===== src/hw/rtl/fsr_pkg.sv =====
package fsr_pkg;

    localparam int DIV_W = 64;
    localparam int MUL_W = 32;

    typedef logic [1:0] status_t;

    localparam status_t STATUS_OK       = 2'd0;
    localparam status_t STATUS_ZERO_DEN = 2'd1;
    localparam status_t STATUS_SAT      = 2'd2;

    typedef struct packed {
        logic             start;
        logic [DIV_W-1:0] dividend;
        logic [DIV_W-1:0] divisor;
    } div_req_t;

    typedef struct packed {
        logic             done;
        logic [DIV_W-1:0] quotient;
        logic [DIV_W-1:0] remainder;
    } div_rsp_t;

endpackage


===== src/hw/rtl/fsr_div.sv =====
module fsr_div (
    input  logic               aclk,
    input  logic               aresetn,
    input  fsr_pkg::div_req_t  req,
    output fsr_pkg::div_rsp_t  rsp
);

    localparam int CNT_W = $clog2(fsr_pkg::DIV_W);

    logic                      busy_reg, busy_next;
    logic                      done_reg, done_next;
    logic [CNT_W-1:0]          cnt_reg, cnt_next;
    logic [fsr_pkg::DIV_W-1:0] rem_reg, rem_next;
    logic [fsr_pkg::DIV_W-1:0] quo_reg, quo_next;
    logic [fsr_pkg::DIV_W-1:0] dsr_reg, dsr_next;

    logic [fsr_pkg::DIV_W:0]   shifted;
    logic [fsr_pkg::DIV_W:0]   trial;
    logic                      fits;

    // restoring, one quotient bit a cycle
    assign shifted = {rem_reg, quo_reg[fsr_pkg::DIV_W-1]};
    assign trial   = shifted - {1'b0, dsr_reg};
    assign fits    = !trial[fsr_pkg::DIV_W];

    always_comb begin
        busy_next = busy_reg;
        done_next = 1'b0;
        cnt_next  = cnt_reg;
        rem_next  = rem_reg;
        quo_next  = quo_reg;
        dsr_next  = dsr_reg;
        if (req.start) begin
            busy_next = 1'b1;
            cnt_next  = '0;
            rem_next  = '0;
            quo_next  = req.dividend;
            dsr_next  = req.divisor;
        end else if (busy_reg) begin
            rem_next = fits ? trial[fsr_pkg::DIV_W-1:0] : shifted[fsr_pkg::DIV_W-1:0];
            quo_next = {quo_reg[fsr_pkg::DIV_W-2:0], fits};
            cnt_next = cnt_reg + 1'b1;
            if (cnt_reg == CNT_W'(fsr_pkg::DIV_W - 1)) begin
                busy_next = 1'b0;
                done_next = 1'b1;
            end
        end
    end

    always_ff @(posedge aclk) begin
        if (!aresetn) begin
            busy_reg <= 1'b0;
            done_reg <= 1'b0;
            cnt_reg  <= '0;
        end else begin
            busy_reg <= busy_next;
            done_reg <= done_next;
            cnt_reg  <= cnt_next;
        end
        rem_reg <= rem_next;
        quo_reg <= quo_next;
        dsr_reg <= dsr_next;
    end

    assign rsp.done      = done_reg;
    assign rsp.quotient  = quo_reg;
    assign rsp.remainder = rem_reg;

endmodule


===== src/hw/rtl/fraction_sum_reducer.sv =====
// Each accepted word is added to the sum, then reduced by Euclid's loop; a saturating sum needs
// one more division, a zero denominator none. No new word is taken until the last result is written.
// Every remainder and quotient comes from one shared 64-bit radix-2 divider (one bit a cycle);
// the three products share one 32x32 multiplier.
// Reset: synchronous, aresetn low sets the sum to 0/1 and empties the output register.
module fraction_sum_reducer #(
    parameter int IN_WIDTH  = 16,
    parameter int SUM_WIDTH = 32,
    localparam int S_TDATA_W = ((2 * IN_WIDTH + 7) / 8) * 8
) (
    input  logic                 aclk,
    input  logic                 aresetn,
    input  logic                 s_axis_tvalid,
    output logic                 s_axis_tready,
    input  logic [S_TDATA_W-1:0] s_axis_tdata,  // add_numerator, add_denominator
    input  logic [0:0]           s_axis_tuser,  // clear_sum
    output logic                 m_axis_tvalid,
    input  logic                 m_axis_tready,
    output logic [63:0]          m_axis_tdata,  // sum_num_out, sum_den_out
    output logic [1:0]           m_axis_tuser   // status
);

    localparam int SW_EFF = (SUM_WIDTH > 32) ? 32 : SUM_WIDTH;
    localparam logic [fsr_pkg::DIV_W-1:0] NEG_LIM = 64'd1 << (SW_EFF - 1);
    localparam logic [fsr_pkg::DIV_W-1:0] POS_LIM = NEG_LIM - 64'd1;
    localparam int XW = fsr_pkg::MUL_W + 1;

    typedef enum logic [11:0] {
        ST_IDLE    = 12'b0000_0000_0001,
        ST_MUL_AE  = 12'b0000_0000_0010,
        ST_MUL_CD  = 12'b0000_0000_0100,
        ST_MUL_ED  = 12'b0000_0000_1000,
        ST_COMB    = 12'b0000_0001_0000,
        ST_GCD_CHK = 12'b0000_0010_0000,
        ST_GCD_WT  = 12'b0000_0100_0000,
        ST_RED_NUM = 12'b0000_1000_0000,
        ST_RED_DEN = 12'b0001_0000_0000,
        ST_CHECK   = 12'b0010_0000_0000,
        ST_SAT     = 12'b0100_0000_0000,
        ST_WRITE   = 12'b1000_0000_0000
    } state_t;

    state_t state_reg, state_next;

    logic [31:0]               sum_num_reg, sum_num_next;
    logic [30:0]               sum_den_reg, sum_den_next;
    logic [fsr_pkg::MUL_W-1:0] mc_reg, mc_next;
    logic [fsr_pkg::MUL_W-1:0] me_reg, me_next;
    logic                      sc_reg, sc_next;
    logic                      zden_reg, zden_next;
    logic                      sat_reg, sat_next;
    logic [fsr_pkg::DIV_W-1:0] mp_reg, mp_next;
    logic [fsr_pkg::DIV_W-1:0] mq_reg, mq_next;
    logic [fsr_pkg::DIV_W-1:0] den_reg, den_next;
    logic [fsr_pkg::DIV_W-1:0] m_reg, m_next;
    logic                      s_reg, s_next;
    logic [fsr_pkg::DIV_W-1:0] x_reg, x_next;
    logic [fsr_pkg::DIV_W-1:0] y_reg, y_next;
    logic                      out_valid_reg, out_valid_next;
    logic [31:0]               out_num_reg, out_num_next;
    logic [30:0]               out_den_reg, out_den_next;
    fsr_pkg::status_t          out_st_reg, out_st_next;

    logic [IN_WIDTH-1:0]       c_in, e_in;
    logic [XW-1:0]             c_ext, e_ext, c_abs, e_abs;
    logic                      accept;
    logic                      sa;
    logic [fsr_pkg::MUL_W-1:0] ma;
    logic [fsr_pkg::MUL_W-1:0] mul_a, mul_b;
    logic [fsr_pkg::DIV_W-1:0] mul_p;
    logic [fsr_pkg::DIV_W-1:0] comb_m;
    logic                      comb_s;
    logic [fsr_pkg::DIV_W-1:0] q_clamp;
    logic                      num_bad;
    logic [31:0]               res_num;
    logic [30:0]               res_den;

    fsr_pkg::div_req_t div_req;
    fsr_pkg::div_rsp_t div_rsp;

    fsr_div u_div (
        .aclk    (aclk),
        .aresetn (aresetn),
        .req     (div_req),
        .rsp     (div_rsp)
    );

    assign c_in  = s_axis_tdata[IN_WIDTH-1:0];
    assign e_in  = s_axis_tdata[2*IN_WIDTH-1:IN_WIDTH];
    assign c_ext = {{(XW - IN_WIDTH){c_in[IN_WIDTH-1]}}, c_in};
    assign e_ext = {{(XW - IN_WIDTH){e_in[IN_WIDTH-1]}}, e_in};
    assign c_abs = c_in[IN_WIDTH-1] ? (XW'(0) - c_ext) : c_ext;
    assign e_abs = e_in[IN_WIDTH-1] ? (XW'(0) - e_ext) : e_ext;

    assign s_axis_tready = (state_reg == ST_IDLE);
    assign accept        = s_axis_tvalid && s_axis_tready;

    assign sa = sum_num_reg[31];
    assign ma = sa ? (32'd0 - sum_num_reg) : sum_num_reg;

    always_comb begin
        mul_a = ma;
        mul_b = me_reg;
        case (state_reg)
            ST_MUL_CD: begin
                mul_a = mc_reg;
                mul_b = {1'b0, sum_den_reg};
            end
            ST_MUL_ED: begin
                mul_a = me_reg;
                mul_b = {1'b0, sum_den_reg};
            end
            default: begin
                mul_a = ma;
                mul_b = me_reg;
            end
        endcase
    end

    assign mul_p = {32'd0, mul_a} * {32'd0, mul_b};

    always_comb begin
        if (sa == sc_reg) begin
            comb_m = mp_reg + mq_reg;
            comb_s = sa;
        end else if (mp_reg >= mq_reg) begin
            comb_m = mp_reg - mq_reg;
            comb_s = sa;
        end else begin
            comb_m = mq_reg - mp_reg;
            comb_s = sc_reg;
        end
    end

    assign num_bad = s_reg ? (m_reg > NEG_LIM) : (m_reg > POS_LIM);

    always_comb begin
        q_clamp = div_rsp.quotient;
        if (s_reg && q_clamp > NEG_LIM) begin
            q_clamp = NEG_LIM;
        end
        if (!s_reg && q_clamp > POS_LIM) begin
            q_clamp = POS_LIM;
        end
    end

    assign res_num = zden_reg ? sum_num_reg
                   : (s_reg ? (32'd0 - m_reg[31:0]) : m_reg[31:0]);
    assign res_den = zden_reg ? sum_den_reg : den_reg[30:0];

    always_comb begin
        state_next     = state_reg;
        sum_num_next   = sum_num_reg;
        sum_den_next   = sum_den_reg;
        mc_next        = mc_reg;
        me_next        = me_reg;
        sc_next        = sc_reg;
        zden_next      = zden_reg;
        sat_next       = sat_reg;
        mp_next        = mp_reg;
        mq_next        = mq_reg;
        den_next       = den_reg;
        m_next         = m_reg;
        s_next         = s_reg;
        x_next         = x_reg;
        y_next         = y_reg;
        out_valid_next = out_valid_reg;
        out_num_next   = out_num_reg;
        out_den_next   = out_den_reg;
        out_st_next    = out_st_reg;
        div_req        = '0;

        if (out_valid_reg && m_axis_tready) begin
            out_valid_next = 1'b0;
        end

        case (state_reg)
            ST_IDLE: begin
                if (accept) begin
                    if (s_axis_tuser[0]) begin
                        sum_num_next = '0;
                        sum_den_next = 31'd1;
                    end
                    mc_next    = c_abs[fsr_pkg::MUL_W-1:0];
                    me_next    = e_abs[fsr_pkg::MUL_W-1:0];
                    sc_next    = c_in[IN_WIDTH-1] ^ e_in[IN_WIDTH-1];
                    zden_next  = (e_in == '0);
                    sat_next   = 1'b0;
                    state_next = (e_in == '0) ? ST_WRITE : ST_MUL_AE;
                end
            end
            ST_MUL_AE: begin
                mp_next    = mul_p;
                state_next = ST_MUL_CD;
            end
            ST_MUL_CD: begin
                mq_next    = mul_p;
                state_next = ST_MUL_ED;
            end
            ST_MUL_ED: begin
                den_next   = mul_p;
                state_next = ST_COMB;
            end
            ST_COMB: begin
                m_next     = comb_m;
                s_next     = comb_s && (comb_m != '0);
                x_next     = comb_m;
                y_next     = den_reg;
                state_next = ST_GCD_CHK;
            end
            ST_GCD_CHK: begin
                div_req.start = 1'b1;
                if (y_reg != '0) begin
                    div_req.dividend = x_reg;
                    div_req.divisor  = y_reg;
                    state_next       = ST_GCD_WT;
                end else begin
                    // x holds the gcd
                    div_req.dividend = m_reg;
                    div_req.divisor  = x_reg;
                    state_next       = ST_RED_NUM;
                end
            end
            ST_GCD_WT: begin
                if (div_rsp.done) begin
                    x_next     = y_reg;
                    y_next     = div_rsp.remainder;
                    state_next = ST_GCD_CHK;
                end
            end
            ST_RED_NUM: begin
                if (div_rsp.done) begin
                    m_next           = div_rsp.quotient;
                    div_req.start    = 1'b1;
                    div_req.dividend = den_reg;
                    div_req.divisor  = x_reg;
                    state_next       = ST_RED_DEN;
                end
            end
            ST_RED_DEN: begin
                if (div_rsp.done) begin
                    den_next   = div_rsp.quotient;
                    state_next = ST_CHECK;
                end
            end
            ST_CHECK: begin
                if (num_bad || den_reg > POS_LIM) begin
                    div_req.start    = 1'b1;
                    div_req.dividend = m_reg;
                    div_req.divisor  = den_reg;
                    state_next       = ST_SAT;
                end else begin
                    state_next = ST_WRITE;
                end
            end
            ST_SAT: begin
                if (div_rsp.done) begin
                    m_next     = q_clamp;
                    s_next     = s_reg && (q_clamp != '0);
                    den_next   = 64'd1;
                    sat_next   = 1'b1;
                    state_next = ST_WRITE;
                end
            end
            ST_WRITE: begin
                if (!out_valid_reg || m_axis_tready) begin
                    sum_num_next   = res_num;
                    sum_den_next   = res_den;
                    out_num_next   = res_num;
                    out_den_next   = res_den;
                    out_st_next    = zden_reg ? fsr_pkg::STATUS_ZERO_DEN
                                   : (sat_reg ? fsr_pkg::STATUS_SAT : fsr_pkg::STATUS_OK);
                    out_valid_next = 1'b1;
                    state_next     = ST_IDLE;
                end
            end
            default: begin
                state_next = ST_IDLE;
            end
        endcase
    end

    always_ff @(posedge aclk) begin
        if (!aresetn) begin
            state_reg     <= ST_IDLE;
            sum_num_reg   <= '0;
            sum_den_reg   <= 31'd1;
            out_valid_reg <= 1'b0;
        end else begin
            state_reg     <= state_next;
            sum_num_reg   <= sum_num_next;
            sum_den_reg   <= sum_den_next;
            out_valid_reg <= out_valid_next;
        end
        mc_reg      <= mc_next;
        me_reg      <= me_next;
        sc_reg      <= sc_next;
        zden_reg    <= zden_next;
        sat_reg     <= sat_next;
        mp_reg      <= mp_next;
        mq_reg      <= mq_next;
        den_reg     <= den_next;
        m_reg       <= m_next;
        s_reg       <= s_next;
        x_reg       <= x_next;
        y_reg       <= y_next;
        out_num_reg <= out_num_next;
        out_den_reg <= out_den_next;
        out_st_reg  <= out_st_next;
    end

    assign m_axis_tvalid = out_valid_reg;
    assign m_axis_tdata  = {1'b0, out_den_reg, out_num_reg};
    assign m_axis_tuser  = out_st_reg;

endmodule


===== config.mk =====
export PLATFORM = sky130hd
export DESIGN_NAME = fraction_sum_reducer
export DESIGN_NICKNAME = d
export VERILOG_FILES = /design/src/hw/rtl/fsr_pkg.sv /design/src/hw/rtl/fsr_div.sv /design/src/hw/rtl/fraction_sum_reducer.sv
export SDC_FILE = /design/constraint.sdc
export NUM_CORES = 2
export LEC_CHECK = 0
export BUFFER_PORTS_ARGS = -buffer_cell sky130_fd_sc_hd__buf_4
export CORE_MARGIN = 1
export CORE_UTILIZATION = 60
export CTS_BUF_LIST = sky130_fd_sc_hd__clkbuf_16
export DETAILED_ROUTE_END_ITERATION = 8
export GPL_TIMING_DRIVEN = 0
export PLACE_DENSITY = 0.89
export RECOVER_POWER = 25
export REMOVE_ABC_BUFFERS = 1
export SYNTH_ARGS = -nofsm -noshare
export SYNTH_HDL_FRONTEND = slang
export SYNTH_SLANG_ARGS = --single-unit

===== constraint.sdc =====
create_clock -name aclk -period 11.7 [get_ports aclk]
set_input_delay 1.17 -clock aclk [delete_from_list [all_inputs] [get_ports aclk]]
set_output_delay 1.17 -clock aclk [all_outputs]
set_load 0.02 [all_outputs]

# Yosys cells after proc, flatten, opt, wreduce, memory -nomap -nowiden
# Index checks and enable logic that the tools add are counted.
word_totals:
  register_bits: 763
op_classes:
  bitwise_logic: 3
  eq_ne: 21
  muxes: 62
  n_lt_le_gt_ge: 6
  mul: 1
  add_sub_neg: 9
  n_reduce_logical: 34
op_table:
  columns: ["op", "count"]
  rows:
  - ["2-to-1 mux 64 bit", 12]
  - ["case mux 129 bit (3 select lines)", 1]
  - ["case mux 64 bit (3 select lines)", 2]
  - ["2-to-1 mux 129 bit", 2]
  - ["case mux 64 bit (2 select lines)", 2]
  - ["2-to-1 mux 32 bit", 7]
  - ["> comparator 64 x 31 -> 1 bit, second input constant", 3]
  - ["nonzero test 64 bit", 3]
  - ["case mux 12 bit (12 select lines)", 1]
  - ["> comparator 64 x 32 -> 1 bit, second input constant", 2]
  - ["2-to-1 mux 128 bit", 1]
  - ["case mux 32 bit (2 select lines)", 2]
  - ["subtractor 64 bit", 2]
  - ["2-to-1 mux 31 bit", 4]
  - ["2-to-1 mux 12 bit", 8]
  - ["subtractor 65 x 64 -> 65 bit", 1]
  - ["adder 64 bit", 1]
  - [">= comparator 64 bit", 1]
  - ["multiplier 32 x 32 -> 64 bit", 1]
  - ["subtractor 1 x 32 -> 32 bit, first input constant", 2]
  - ["case mux 31 bit (2 select lines)", 1]
  - ["subtractor 1 x 16 -> 17 bit, first input constant", 2]
  - ["2-to-1 mux 15 bit", 2]
  - ["zero test 16 bit", 1]
  - ["34 further kinds", 72]

# Depth between registers and ports, before layout
depth:
  ltp_word: 10
  depth_mapped: 43
  mapped_depth_nobuf: 40

# Hierarchy
# Synthesis repeated with hierarchy kept, for this count alone.
unflattened:
  hier_cells: 9152
  hier_area_um2: 82521.6
by_module_without_submodules:
  columns: ["mod", "cells_each", "n_inst", "area_each_um2"]
  rows:
  - ["fraction_sum_reducer", 7940, 1, 70421.3]
  - ["fsr_div", 1212, 1, 12100.4]

# Worst setup path before layout
# OpenSTA, ideal clock, no wires.
synth_timing:
  path_kind: "register -> register"
  startpoint: "reg state_reg[11]"
  endpoint: "reg den_reg[57] (netlist bit) (data pin)"
  path_stages_with_launch: 33
  path_slack_ns: 0.304
  required_ns: 11.444
  arrival_time_ns: 11.140
  cell_sequence: "dfxtp_1 > nor4_1 > nand3_1 > nor3b_1 > clkbuf_1 > a221o_1 > clkbuf_1 > nand2_1 > fa_1 > fa_1 > inv_1 > fa_1 > fa_1 > fa_1 > fa_1 > fa_1 > inv_1 > fa_1 > inv_1 > ha_1 > and2_1 > a221o_1 > a21o_1 > or3_1 > o22a_1 > o211ai_1 > a211oi_1 > o21ai_0 > nor2b_1 > o21ai_0 > a21oi_1 > xnor2_1 > a22o_1"
synth_between:
  elab_chain_cells: 5
synth_rtl:
  columns: ["element", "line_no", "source"]
  rows:
  - ["from (decl)", "fraction_sum_reducer.sv:43", "state_t state_reg, state_next;"]
  - ["from (signal assigned)", "fraction_sum_reducer.sv:290", "state_reg <= state_next;"]
  - ["== test 12 x 4 -> 1 bit / == test 12 x 3 -> 1 bit (equally long branches)", "fraction_sum_reducer.sv:104", "case (state_reg)"]
  - ["OR reduction 2 bit (no source line)", null, null]
  - ["2-to-1 mux 32 bit", "fraction_sum_reducer.sv:104", null]
  - ["multiplier 32 x 32 -> 64 bit (*)", "fraction_sum_reducer.sv:120", "assign mul_p = {32'd0, mul_a} * {32'd0, mul_b};"]
  - ["via mul_p, one bit", "fraction_sum_reducer.sv:70", "logic [fsr_pkg::DIV_W-1:0] mul_p;"]
  - ["case mux 64 bit (3 select lines) (*)", "fraction_sum_reducer.sv:177", "case (state_reg)"]
  - ["via den_next, one bit", "fraction_sum_reducer.sv:54", "logic [fsr_pkg::DIV_W-1:0] den_reg, den_next;"]
  - ["to (signal assigned)", "fraction_sum_reducer.sv:302", "den_reg <= den_next;"]
  - ["to (decl)", "fraction_sum_reducer.sv:54", null]
# The timed path passes the listed nets; every way through them passes the cells marked *.
# A chain may end at the register's enable or synchronous reset.

# Final worst setup path
layout_timing:
  startpoint: "reg state_reg[7]"
  endpoint: "reg den_reg[62] (netlist bit) (data pin)"
# Same word-level chain as after synthesis.

==> out/results.txt <==
Die H: 369.9 µm
number of global-route vias before repair: 72,490
Final Max Slew Viols: 208
endpoint type of the worst setup path: register
final setup fails: 59
Synth Instances: 9,071
endpoints failing hold: 0
per-cell routed wire length: 28.20 µm
RSZ-0062 raised after global routing: yes
fin nets: 10,480
Worst Hold Class: reg -> reg
Yosys cell types: 95
Syn Area/Cell: 8.953 µm²
Initial DRC Count: 13,140
Comb power frac: 29.1%
DRC: 15
GP Congestion: 1.049
Sw Pwr: 2.982 mW
sequential share of power: 38.2%
FP Rows: 134
VDD IR-drop max: 0.0001113 V
DP Worst Slack: -2.334 ns
run status: finished, violations left
Yosys reg bits: 763
register clock-pin slew on the reported worst setup and hold paths: 0.06 ns
Port Buf Inserts: 103
EDFF count, synth: 615
Worst Max-Slew Pin Slew: 3.570 ns
Max-slew headroom: -138.0%
Layout Skew: 0.05860 ns
CTS tree: yes
FMAX: 81.94 MHz
most frequent cell on the critical path: fa_1
CTS max path bufs: 3
synthesis-to-finish area growth: 10.62%
LEAKAGE: 40.02 nW
GRT overflow: 0
Synth warnings: 0
Worst Slack Setup Final: -0.5046 ns
Root Driver: clkbuf_16
share of flip-flops with an asynchronous set or reset: 0%
Startpoint Class: register
Setup TNS: -12.25 ns
kind of critical path: reg -> reg
core box area: 133,800 µm²
Crit-path slowest cell: nand2_2
Sw Ratio: 36.10%
layout cell share with drive strength beyond 1: 7.855%
ys flop type: edfxtp_1
Worst path max stage delay: 0.90 ns
internal power: 5.277 mW
CP max FO: 33
I/O pins: 105
Clock Sinks: 763
Final Power: 8.259 mW
Critical Path RT: 12.15 ns
post-synthesis instance area: 81,210 µm²
final wirelength: 306,500 µm
Post-CTS Hold Buffers: 0
starting density of the core: 60.70%
final worst path period share: 104.3%
routed vias: 73,960
Die Footprint: 136,800 µm²
mean number of vias per cell: 6.806
die width: 369.9 µm
Seq/Total Area, Yosys: 26.39%
drt pass-1 iters: 9
failing checks: design-rule violations, max-capacitance violations, max-slew violations, negative setup slack
clock latency on the worst-skew pair: 0.74 ns
HPWL Detailed: 230,000 µm
crit path DAT: 12.65 ns
Tmin final: 12.20 ns
CTS Buf Count: 82
Clk pwr share: 32.7%
largest net degree at the start of global routing: 107
number of antenna violations at the first check in global routing: 12
Finished Core Util: 67.14%
PwrDens: 91.94 nW/µm²
H-Tree Depth: 3
All-Layer GR Usage: 43.88%
Max-Cap Viols: 7
ANT nets after route: 0
global-route wire length before repair: 448,300 µm
## path summary, 6_finish.rpt
path,depth (start not counted),slack (ns),to,start
max,35,-0.50,den_reg[62],state_reg[7]
min,2,0.52,u_div.rem_reg[0],u_div.rem_reg[0]
max reg2reg,35,-0.50,den_reg[62],state_reg[7]
min reg2reg,2,0.52,u_div.rem_reg[0],u_div.rem_reg[0]
## Yosys cell counts, types with 35 or more instances
cell type,number,area [µm²]
buf_1,35,131.4
o21ai_0,379,1897
nor2_1,977,3667
a31oi_1,58,362.9
mux2i_1,75,750.7
a21oi_1,552,2763
xor2_1,93,814.5
nand3_1,88,440.4
a21o_1,130,975.9
a22o_1,70,613.1
o21bai_1,62,465.5
nor2b_1,109,681.9
ha_1,522,6531
fa_1,900,18020
o211ai_1,43,322.8
nor3_1,108,540.5
a211oi_1,47,352.8
a22oi_1,69,518.0
xnor2_1,160,1401
a222oi_1,128,1281
inv_1,1255,4711
nand4_1,90,563.0
o31ai_1,61,457.9
dfxtp_1,148,2963
clkbuf_1,442,1659
nand2_1,1128,4234
nor4_1,92,575.6
o21a_1,50,375.4
nand2b_1,57,356.6
edfxtp_1,615,18470
## layer usage
layer,vias to the layer above,routed length (µm),track usage (%)
met2,6408,128400,64.12
met1,35440,103200,54.89
met4,14,25700,28.89
li1,30600,-,-
met5,-,439,0
met3,1494,48740,15.66
## cells by family after synthesis
kind of cell             Yosys count  share of synthesized area [%]
AO/OA/AOI/OAI                   1905                          15.60
flip-flops                       763                          26.39
AND/OR/NAND/NOR                 2854                          15.43
buffers and inverters           1765                          8.239
other                              1                       0.004618
multiplexers                     108                          1.382
XOR/XNOR                         253                          2.729
adder cells (fa/ha/maj)         1422                          30.23
## per-stage QoR
step | hold WS [ns] | area (µm²) | std cells
floorplan | 0.4709 | 79260 | 8569
global placement | 0.4848 | 82250 | 10440
detailed placement | 0.5029 | 85310 | 10580
CTS | 0.5163 | 89280 | 10800
global route | 0.5191 | 89810 | 10860
finish | 0.5181 | 89830 | 10870
## critical path, delay by kind of cell (launching register included)
kind / cells / cell delay [ns]
AOI/OAI and AO/OA: 8 / 1.86
xor gates and xnor gates: 1 / 0.14
adders and majority gates: 9 / 4.64
buffers and inverters: 6 / 0.90
DFF: 1 / 0.40
and+or+nand+nor: 11 / 3.91
## layout by cell type, fill, tap and decap left out, types with 108 or more instances in the layout
cell,Yosys,layout
inv_1,1255,1258
nand2_1,1128,1104
nor2_1,977,960
fa_1,900,870
edfxtp_1,615,615
a21oi_1,552,529
ha_1,522,511
o21ai_0,379,365
xnor2_1,160,142
dfxtp_1,148,142
buf_4,3,139
a21o_1,130,130
a222oi_1,128,128
nor2b_1,109,108
## power by group through the flow
| stage | Sequential, mW | Clock (mW) | Combinational, mW |
|---|---|---|---|
| floorplan | 3.18 | 0 | 1.36 |
| global placement | 3.21 | 0 | 2.06 |
| detailed placement | 3.21 | 0 | 2.21 |
| CTS | 3.15 | 2.69 | 2.26 |
| global route | 3.17 | 2.79 | 2.50 |
| finish | 3.16 | 2.70 | 2.40 |
## final cells by class
class | count | area, µm²
Multi-Input combinational cell | 6548 | 55010
Fill cell | 10040 | 43960
Sequential cell | 763 | 21450
Inverter | 1261 | 4735
Timing Repair Buffer | 364 | 3690
Tap cell | 1768 | 2212
Clock buffer | 83 | 2077
Clock inverter | 71 | 646.9
Antenna cell | 8 | 20.02
## timing repair
action                                  4_1_cts  5_1_grt
buffers inserted                             64       55
pin swaps                                    96       82
gates cloned                                  2        3
gates resized for setup                     163      103
endpoints found under the setup margin      111       72
Note: power is estimated with default switching activity, not from simulation.
